[config.mk]
export PLATFORM = sky130hd
export DESIGN_NAME = aes256_ctrl
export DESIGN_NICKNAME = d
export VERILOG_FILES = /design/src/sv/aes256_pkg.sv /design/src/sv/aes256_ctrl.sv
export VERILOG_INCLUDE_DIRS = /design/src /design/src/sv
export SDC_FILE = /design/constraint.sdc
export NUM_CORES = 1
export LEC_CHECK = 0
export BUFFER_PORTS_ARGS = -buffer_cell sky130_fd_sc_hd__buf_4
export CORE_MARGIN = 2
export CORE_UTILIZATION = 48
export CTS_BUF_LIST = sky130_fd_sc_hd__clkbuf_16
export DETAILED_ROUTE_END_ITERATION = 8
export HOLD_SLACK_MARGIN = 0.05
export PLACE_DENSITY = 0.78
export SLEW_MARGIN = 0
export SYNTH_ARGS = -nofsm -noshare
export SYNTH_HDL_FRONTEND = slang
export SYNTH_SLANG_ARGS = --single-unit
[constraint.sdc]
create_clock -name clock -period 1.64 [get_ports clock]
set_input_delay 0.082 -clock clock [delete_from_list [all_inputs] [get_ports clock]]
set_output_delay 0.082 -clock clock [all_outputs]
set_load 0.03 [all_outputs]
[src/sv/aes256_block_cipher_defines.svh]
// ----------------------------------------------------------------------------
// AES-256 assertion macros
// Shared concurrent assertion shorthands for the cipher modules.
// ----------------------------------------------------------------------------
`ifndef AES256_BLOCK_CIPHER_DEFINES_SVH
`define AES256_BLOCK_CIPHER_DEFINES_SVH

// same-cycle implication, disabled while in reset
`define AES_ASSERT_SAME(lbl, clk, rst, ante, cons, msg) \
   lbl: assert property (@(posedge clk) disable iff (rst) (ante) |-> (cons)) else $error(msg);

// next-cycle implication, disabled while in reset
`define AES_ASSERT_NEXT(lbl, clk, rst, ante, cons, msg) \
   lbl: assert property (@(posedge clk) disable iff (rst) (ante) |=> (cons)) else $error(msg);

`endif

[src/sv/aes256_pkg.sv]
// ----------------------------------------------------------------------------
// AES-256 package
// Types, S-box tables and round functions shared by the cipher modules.
// ----------------------------------------------------------------------------
`timescale 1ns / 1ps
`default_nettype none
package aes256_pkg;

   localparam int NUM_KEY_REGS = 4;
   localparam int NUM_ROWS     = 15;
   localparam int LAST_ROUND   = 14;
   localparam int LAST_WORD    = 59;
   localparam int FIRST_GEN    = 8;

   // register indexes of the configuration port
   localparam logic [2:0] CSR_KEY0 = 3'd0;
   localparam logic [2:0] CSR_MODE = 3'd4;

   typedef logic [3:0] row_type;

   // controller to datapath
   typedef struct packed {
      logic    capture;
      logic    round_en;
      logic    init;
      logic    last;
      logic    ram_we;
      logic    key_load;
      logic    key_gen;
      logic [5:0] gen_idx;
      row_type waddr;
      row_type raddr;
   } cmd_type;

   // datapath to controller
   typedef struct packed {
      logic cfg_wr;
      logic key_wr;
      logic decrypt;
   } status_type;

   localparam logic [7:0] SBOX [256] = '{
      8'h63,8'h7c,8'h77,8'h7b,8'hf2,8'h6b,8'h6f,8'hc5,8'h30,8'h01,8'h67,8'h2b,8'hfe,8'hd7,8'hab,8'h76,
      8'hca,8'h82,8'hc9,8'h7d,8'hfa,8'h59,8'h47,8'hf0,8'had,8'hd4,8'ha2,8'haf,8'h9c,8'ha4,8'h72,8'hc0,
      8'hb7,8'hfd,8'h93,8'h26,8'h36,8'h3f,8'hf7,8'hcc,8'h34,8'ha5,8'he5,8'hf1,8'h71,8'hd8,8'h31,8'h15,
      8'h04,8'hc7,8'h23,8'hc3,8'h18,8'h96,8'h05,8'h9a,8'h07,8'h12,8'h80,8'he2,8'heb,8'h27,8'hb2,8'h75,
      8'h09,8'h83,8'h2c,8'h1a,8'h1b,8'h6e,8'h5a,8'ha0,8'h52,8'h3b,8'hd6,8'hb3,8'h29,8'he3,8'h2f,8'h84,
      8'h53,8'hd1,8'h00,8'hed,8'h20,8'hfc,8'hb1,8'h5b,8'h6a,8'hcb,8'hbe,8'h39,8'h4a,8'h4c,8'h58,8'hcf,
      8'hd0,8'hef,8'haa,8'hfb,8'h43,8'h4d,8'h33,8'h85,8'h45,8'hf9,8'h02,8'h7f,8'h50,8'h3c,8'h9f,8'ha8,
      8'h51,8'ha3,8'h40,8'h8f,8'h92,8'h9d,8'h38,8'hf5,8'hbc,8'hb6,8'hda,8'h21,8'h10,8'hff,8'hf3,8'hd2,
      8'hcd,8'h0c,8'h13,8'hec,8'h5f,8'h97,8'h44,8'h17,8'hc4,8'ha7,8'h7e,8'h3d,8'h64,8'h5d,8'h19,8'h73,
      8'h60,8'h81,8'h4f,8'hdc,8'h22,8'h2a,8'h90,8'h88,8'h46,8'hee,8'hb8,8'h14,8'hde,8'h5e,8'h0b,8'hdb,
      8'he0,8'h32,8'h3a,8'h0a,8'h49,8'h06,8'h24,8'h5c,8'hc2,8'hd3,8'hac,8'h62,8'h91,8'h95,8'he4,8'h79,
      8'he7,8'hc8,8'h37,8'h6d,8'h8d,8'hd5,8'h4e,8'ha9,8'h6c,8'h56,8'hf4,8'hea,8'h65,8'h7a,8'hae,8'h08,
      8'hba,8'h78,8'h25,8'h2e,8'h1c,8'ha6,8'hb4,8'hc6,8'he8,8'hdd,8'h74,8'h1f,8'h4b,8'hbd,8'h8b,8'h8a,
      8'h70,8'h3e,8'hb5,8'h66,8'h48,8'h03,8'hf6,8'h0e,8'h61,8'h35,8'h57,8'hb9,8'h86,8'hc1,8'h1d,8'h9e,
      8'he1,8'hf8,8'h98,8'h11,8'h69,8'hd9,8'h8e,8'h94,8'h9b,8'h1e,8'h87,8'he9,8'hce,8'h55,8'h28,8'hdf,
      8'h8c,8'ha1,8'h89,8'h0d,8'hbf,8'he6,8'h42,8'h68,8'h41,8'h99,8'h2d,8'h0f,8'hb0,8'h54,8'hbb,8'h16
   };

   localparam logic [7:0] REV_SBOX [256] = '{
      8'h52,8'h09,8'h6a,8'hd5,8'h30,8'h36,8'ha5,8'h38,8'hbf,8'h40,8'ha3,8'h9e,8'h81,8'hf3,8'hd7,8'hfb,
      8'h7c,8'he3,8'h39,8'h82,8'h9b,8'h2f,8'hff,8'h87,8'h34,8'h8e,8'h43,8'h44,8'hc4,8'hde,8'he9,8'hcb,
      8'h54,8'h7b,8'h94,8'h32,8'ha6,8'hc2,8'h23,8'h3d,8'hee,8'h4c,8'h95,8'h0b,8'h42,8'hfa,8'hc3,8'h4e,
      8'h08,8'h2e,8'ha1,8'h66,8'h28,8'hd9,8'h24,8'hb2,8'h76,8'h5b,8'ha2,8'h49,8'h6d,8'h8b,8'hd1,8'h25,
      8'h72,8'hf8,8'hf6,8'h64,8'h86,8'h68,8'h98,8'h16,8'hd4,8'ha4,8'h5c,8'hcc,8'h5d,8'h65,8'hb6,8'h92,
      8'h6c,8'h70,8'h48,8'h50,8'hfd,8'hed,8'hb9,8'hda,8'h5e,8'h15,8'h46,8'h57,8'ha7,8'h8d,8'h9d,8'h84,
      8'h90,8'hd8,8'hab,8'h00,8'h8c,8'hbc,8'hd3,8'h0a,8'hf7,8'he4,8'h58,8'h05,8'hb8,8'hb3,8'h45,8'h06,
      8'hd0,8'h2c,8'h1e,8'h8f,8'hca,8'h3f,8'h0f,8'h02,8'hc1,8'haf,8'hbd,8'h03,8'h01,8'h13,8'h8a,8'h6b,
      8'h3a,8'h91,8'h11,8'h41,8'h4f,8'h67,8'hdc,8'hea,8'h97,8'hf2,8'hcf,8'hce,8'hf0,8'hb4,8'he6,8'h73,
      8'h96,8'hac,8'h74,8'h22,8'he7,8'had,8'h35,8'h85,8'he2,8'hf9,8'h37,8'he8,8'h1c,8'h75,8'hdf,8'h6e,
      8'h47,8'hf1,8'h1a,8'h71,8'h1d,8'h29,8'hc5,8'h89,8'h6f,8'hb7,8'h62,8'h0e,8'haa,8'h18,8'hbe,8'h1b,
      8'hfc,8'h56,8'h3e,8'h4b,8'hc6,8'hd2,8'h79,8'h20,8'h9a,8'hdb,8'hc0,8'hfe,8'h78,8'hcd,8'h5a,8'hf4,
      8'h1f,8'hdd,8'ha8,8'h33,8'h88,8'h07,8'hc7,8'h31,8'hb1,8'h12,8'h10,8'h59,8'h27,8'h80,8'hec,8'h5f,
      8'h60,8'h51,8'h7f,8'ha9,8'h19,8'hb5,8'h4a,8'h0d,8'h2d,8'he5,8'h7a,8'h9f,8'h93,8'hc9,8'h9c,8'hef,
      8'ha0,8'he0,8'h3b,8'h4d,8'hae,8'h2a,8'hf5,8'hb0,8'hc8,8'heb,8'hbb,8'h3c,8'h83,8'h53,8'h99,8'h61,
      8'h17,8'h2b,8'h04,8'h7e,8'hba,8'h77,8'hd6,8'h26,8'he1,8'h69,8'h14,8'h63,8'h55,8'h21,8'h0c,8'h7d
   };

   // multiply by x in GF(2^8)
   function automatic logic [7:0] xtime(input logic [7:0] b);
      return {b[6:0], 1'b0} ^ (b[7] ? 8'h1b : 8'h00);
   endfunction

   function automatic logic [31:0] sub_word(input logic [31:0] w);
      return {SBOX[w[31:24]], SBOX[w[23:16]], SBOX[w[15:8]], SBOX[w[7:0]]};
   endfunction

   function automatic logic [127:0] sub_bytes(input logic [127:0] s, input logic inv);
      logic [127:0] t;
      for (int i = 0; i < 16; i++) begin
         t[127-8*i -: 8] = inv ? REV_SBOX[s[127-8*i -: 8]] : SBOX[s[127-8*i -: 8]];
      end
      return t;
   endfunction

   // byte n is row n mod 4, column n div 4
   function automatic logic [127:0] shift_rows(input logic [127:0] s, input logic inv);
      logic [127:0] t;
      logic [1:0]   src;
      for (int c = 0; c < 4; c++) begin
         for (int r = 0; r < 4; r++) begin
            src = inv ? 2'(c - r) : 2'(c + r);
            t[127-8*(4*c+r) -: 8] = s[127-8*(4*int'(src)+r) -: 8];
         end
      end
      return t;
   endfunction

   function automatic logic [31:0] mix_col(input logic [31:0] col, input logic inv);
      logic [7:0]  a  [4];
      logic [7:0]  x2 [4];
      logic [7:0]  x4 [4];
      logic [7:0]  x8 [4];
      logic [31:0] b;
      for (int k = 0; k < 4; k++) begin
         a[k]  = col[31-8*k -: 8];
         x2[k] = xtime(a[k]);
         x4[k] = xtime(x2[k]);
         x8[k] = xtime(x4[k]);
      end
      for (int r = 0; r < 4; r++) begin
         if (inv) begin
            b[31-8*r -: 8] = (x8[r] ^ x4[r] ^ x2[r])
                           ^ (x8[(r+1)%4] ^ x2[(r+1)%4] ^ a[(r+1)%4])
                           ^ (x8[(r+2)%4] ^ x4[(r+2)%4] ^ a[(r+2)%4])
                           ^ (x8[(r+3)%4] ^ a[(r+3)%4]);
         end else begin
            b[31-8*r -: 8] = x2[r] ^ (x2[(r+1)%4] ^ a[(r+1)%4])
                           ^ a[(r+2)%4] ^ a[(r+3)%4];
         end
      end
      return b;
   endfunction

   function automatic logic [127:0] mix_columns(input logic [127:0] s, input logic inv);
      logic [127:0] t;
      for (int c = 0; c < 4; c++) begin
         t[127-32*c -: 32] = mix_col(s[127-32*c -: 32], inv);
      end
      return t;
   endfunction

endpackage
`default_nettype wire

[src/sv/aes256_ctrl.sv]
// ----------------------------------------------------------------------------
// AES-256 controller
// Sequences key expansion and the rounds of one request.
// ----------------------------------------------------------------------------
`timescale 1ns / 1ps
`default_nettype none
`include "aes256_block_cipher_defines.svh"
module aes256_ctrl (
   input  wire logic                   clock,
   input  wire logic                   reset,
   input  wire logic                   start,
   input  wire aes256_pkg::status_type status,
   output logic                        busy,
   output aes256_pkg::cmd_type         cmd
);

   typedef enum logic [2:0] {ST_IDLE, ST_KLOAD, ST_KROW1, ST_KGEN, ST_RUN} state_type;

   state_type  state_ff;
   logic [5:0] cnt_ff;

   // advance state and counter
   always_ff @(posedge clock) begin
      if (reset) begin
         state_ff <= ST_IDLE;
         cnt_ff   <= '0;
      end else begin
         priority if (status.key_wr) begin
            state_ff <= ST_KLOAD;
         end else begin
            unique case (state_ff)
               ST_IDLE: begin
                  if (cmd.capture) begin
                     state_ff <= ST_RUN;
                     cnt_ff   <= '0;
                  end
               end
               ST_KLOAD: state_ff <= ST_KROW1;
               ST_KROW1: begin
                  state_ff <= ST_KGEN;
                  cnt_ff   <= 6'(aes256_pkg::FIRST_GEN);
               end
               ST_KGEN: begin
                  if (cnt_ff == 6'(aes256_pkg::LAST_WORD)) state_ff <= ST_IDLE;
                  cnt_ff <= cnt_ff + 6'd1;
               end
               ST_RUN: begin
                  if (cnt_ff == 6'(aes256_pkg::LAST_ROUND)) state_ff <= ST_IDLE;
                  cnt_ff <= cnt_ff + 6'd1;
               end
               default: state_ff <= ST_IDLE;
            endcase
         end
      end
   end

   // hold off requests while working and in any configuration write cycle
   assign busy = (state_ff != ST_IDLE) || status.cfg_wr;

   // decode commands
   always_comb begin
      cmd          = '0;
      cmd.gen_idx  = cnt_ff;
      cmd.capture  = start && !busy;
      cmd.round_en = (state_ff == ST_RUN);
      cmd.init     = (cnt_ff == 6'd0);
      cmd.last     = (cnt_ff == 6'(aes256_pkg::LAST_ROUND));
      cmd.key_load = (state_ff == ST_KLOAD);
      cmd.key_gen  = (state_ff == ST_KGEN);
      cmd.ram_we   = (state_ff == ST_KLOAD) || (state_ff == ST_KROW1)
                  || ((state_ff == ST_KGEN) && (cnt_ff[1:0] == 2'd3));
      unique case (state_ff)
         ST_KLOAD: cmd.waddr = 4'd0;
         ST_KROW1: cmd.waddr = 4'd1;
         default:  cmd.waddr = cnt_ff[5:2];
      endcase
      // fetch the key row for the next step
      if (state_ff == ST_RUN) begin
         cmd.raddr = status.decrypt ? 4'(13 - int'(cnt_ff)) : 4'(cnt_ff + 6'd1);
      end else begin
         cmd.raddr = status.decrypt ? 4'(aes256_pkg::LAST_ROUND) : 4'd0;
      end
   end

   `AES_ASSERT_NEXT(a_run_ends, clock, reset, (state_ff == ST_RUN) && cmd.last && !status.key_wr, state_ff == ST_IDLE, "run did not end after last round")
   `AES_ASSERT_SAME(a_we_key_only, clock, reset, cmd.ram_we, (state_ff == ST_KLOAD) || (state_ff == ST_KROW1) || (state_ff == ST_KGEN), "key store written outside expansion")
   `AES_ASSERT_NEXT(a_accept_busy, clock, reset, cmd.capture, busy, "accepted request did not raise busy")

endmodule
`default_nettype wire

==> results.py <==
metrics = {
    "status": {
        "status": "finished with violations",
        "violations": "setup timing",
    },
    "drt": {
        "routed_wl_um": 2590,
        "dr.first_iter.drc_count": 46,
        "first_pass_iters": 4,
        "via_per_inst": 5.87,
        "wl_per_cell_um": 17.0,
        "drtAntennaViolNets": 0,
        "route.detailed.drc": 0,
        "vias": 892,
    },
    "logic_synthesis": {
        "yosys_warnings": 0,
        "yosys.area.top_type_share": 0.233,
        "synth_largest_area_cell": "dfxtp_1",
        "synthDistinctLibCells": 37,
        "yosysSeqAreaShare": 0.233,
        "synth_edf_count": 0,
        "synth_area_um2": 774,
        "synthFlopType": "dfxtp_1",
        "syn_nets": 106,
        "synthArstFlopShare": 0,
        "synthCells": 96,
        "synth_seq_cells": 9,
        "avgSynthCellArea_um2": 8.07,
        "synthTopCellsByArea": "dfxtp_1 23%, a2111oi_4 7.1%, nor2_1 6.8%",
    },
    "critical_path": {
        "worstReg2RegEnd": "cnt_ff[1]",
        "path_class": "flip-flop to output port",
        "r2r_slack_ns": 0.14,
        "cp.arrival_ns": 1.60,
        "crit_start": "state_ff[1]",
        "end_kind": "output port",
        "r2r-start": "state_ff[1]",
        "cp.required_ns": 1.56,
        "reg2reg_depth": 4,
        "crit_path_end": "cmd[3]",
        "start_kind": "flip-flop",
        "crit_fanout": 7,
    },
    "finish": {
        "finalNonFillerCells": 152,
        "syn_to_final_growth_pct": 61.4,
        "final_cell_mix": "38 x buf_4, 14 x nor2_1, 6 x a21oi_1, 6 x inv_1",
        "fin_nets": 147,
        "finish.utilization": 0.830,
        "design_area_mm2": 0.00125,
        "antenna_cells": 0,
        "drive_above_1_share": 0.493,
        "final_common_cell": "buf_4",
    },
    "cts": {
        "clk_latency_ns": 0.24,
        "clockBufferDepth": 2,
        "cts_root_buf": "clkbuf_16",
        "htree_levels": 1,
        "cts_tree": "yes",
        "cts.sinks": 9,
        "path_clk_slew_ns": 0.04,
        "cts_buffers": 3,
    },
    "pwr": {
        "power.density_mw_per_mm2": 718,
        "leakagePower_nw": 0.528,
        "peakVddDrop_uv": 551,
    },
    "timing": {
        "finClkSkew_ns": 0.00337,
        "final.setup.tns_ns": -0.0450,
        "final-max-slew-violation-count": 0,
        "holdWs_ns": 0.126,
        "post-route-min-period_ns": 1.68,
        "relSlewSlack": 0.724,
        "worst_pin_slew_ns": 0.404,
        "timing.final.setup_violations": 1,
        "rsz0062_at_grt": "true",
        "final.period_utilization": 1.03,
        "postLayoutSetupSlackWorst_ns": -0.0450,
        "hold_viol_final": 0,
        "max_freq_mhz": 593,
    },
    "global_route": {
        "grt_pass1_wl_um": 3490,
        "grt_util_all_layers": 0.244,
        "antenna_found_initial": 0,
        "gr-total-overflow": 0,
        "grt_pass1_vias": 785,
        "grt_max_degree": 12,
    },
    "placed_design": {
        "placed_area_mm2": 0.00104,
        "detailed_place_hpwl_um": 1490,
        "port_buffers": 27,
        "dp_cells": 140,
        "gp_congestion": 0.778,
    },
    "hold_path": {
        "min_from": "status[1]",
        "hold_path.class": "input pin to flip-flop",
    },
    "floorplan": {
        "die_area_mm2": 0.00195,
        "io_pins": 28,
        "std_cell_rows": 14,
        "die_y_um": 44.2,
        "die_w_um": 44.2,
        "start_util": 0.514,
        "coreArea_mm2": 0.00151,
    },
    "run": {
        "drv_cap": 0,
    },
}
how the worst min path moves through the flow:
stage	end	slack (ns)	cells after the start
floorplan	state_ff[0]	0.15	1
global placement	state_ff[0]	0.28	2
detailed placement	state_ff[0]	0.28	2
CTS	state_ff[2]	0.12	2
global route	state_ff[2]	0.13	2
finish	state_ff[2]	0.13	2
timing repair:
action / in CTS / in global routing
cloned: 0 / 1
pin swaps: 0 / 1
setup endpoints to repair: 2 / 6
hold buffers: 1 / 0
gates resized for setup: 1 / 15
setup buffers: 3 / 3
endpoints found under the hold margin: 2 / 0
per-stage QoR:
step	power, mW	setup slack (ns)
after global placement	0.443	0.162
after global routing	0.924	-0.0849
after floorplan	0.374	0.00696
after detailed placement	0.445	0.129
after CTS	0.882	0.00431
final	0.897	-0.0450
cell usage after synthesis, types with 3 or more instances:
library cell  number
ha_1               4
inv_1              5
a21oi_1            7
xnor2_1            5
a31oi_1            4
nand2_1            5
dfxtp_1            9
buf_2              4
o21ai_0            3
nor2_1            14
nor2b_1            3
sequential cells by signal (all words and copies together), names as in the netlist:
| signal | cells |
|---|---|
| state_ff | 3 |
| cnt_ff | 6 |
cell type report:
type | count | area [µm²]
clock inverters | 1 | 3.75
flip-flops and latches | 9 | 191
inverters | 5 | 18.8
multi-input cells | 75 | 601
fillers | 99 | 256
well taps | 16 | 20.0
repair buffers | 43 | 340
clock buffers | 3 | 75.1
cells by family after synthesis:
group / after synthesis / share of synthesized area
buffers and inverters: 12 / 0.0743
xor gates and xnor gates: 6 / 0.0679
DFF: 9 / 0.233
adders and majority gates: 4 / 0.0646
muxes: 2 / 0.0323
AOI/OAI and AO/OA: 22 / 0.244
and+or+nand+nor: 41 / 0.284
worst max-delay path, stage by stage (launching register included):
cell             delay, ns
dfxtp_2               0.33
buf_6                 0.13
nor3b_4               0.20
clkdlybuf4s15_2       0.28
o22ai_1               0.11
a21oi_2               0.14
buf_4                 0.18
routing by layer:
metal | routed length, µm | track usage | vias up | share of wire
li1 | - | - | 418 | -
met1 | 996 | 0.296 | 417 | 0.38
met2 | 1360 | 0.403 | 51 | 0.53
met3 | 176 | 0.0490 | 6 | 0.068
met4 | 55 | 0.133 | 0 | 0.021
met5 | 0 | 0 | - | 0
power breakdown:
part	total, mW	internal, mW	switching, mW
sequential	0.241	0.226	0.0142
clock	0.432	0.319	0.113
combinational	0.225	0.0935	0.131
Note: power is estimated with default switching activity, not from simulation.
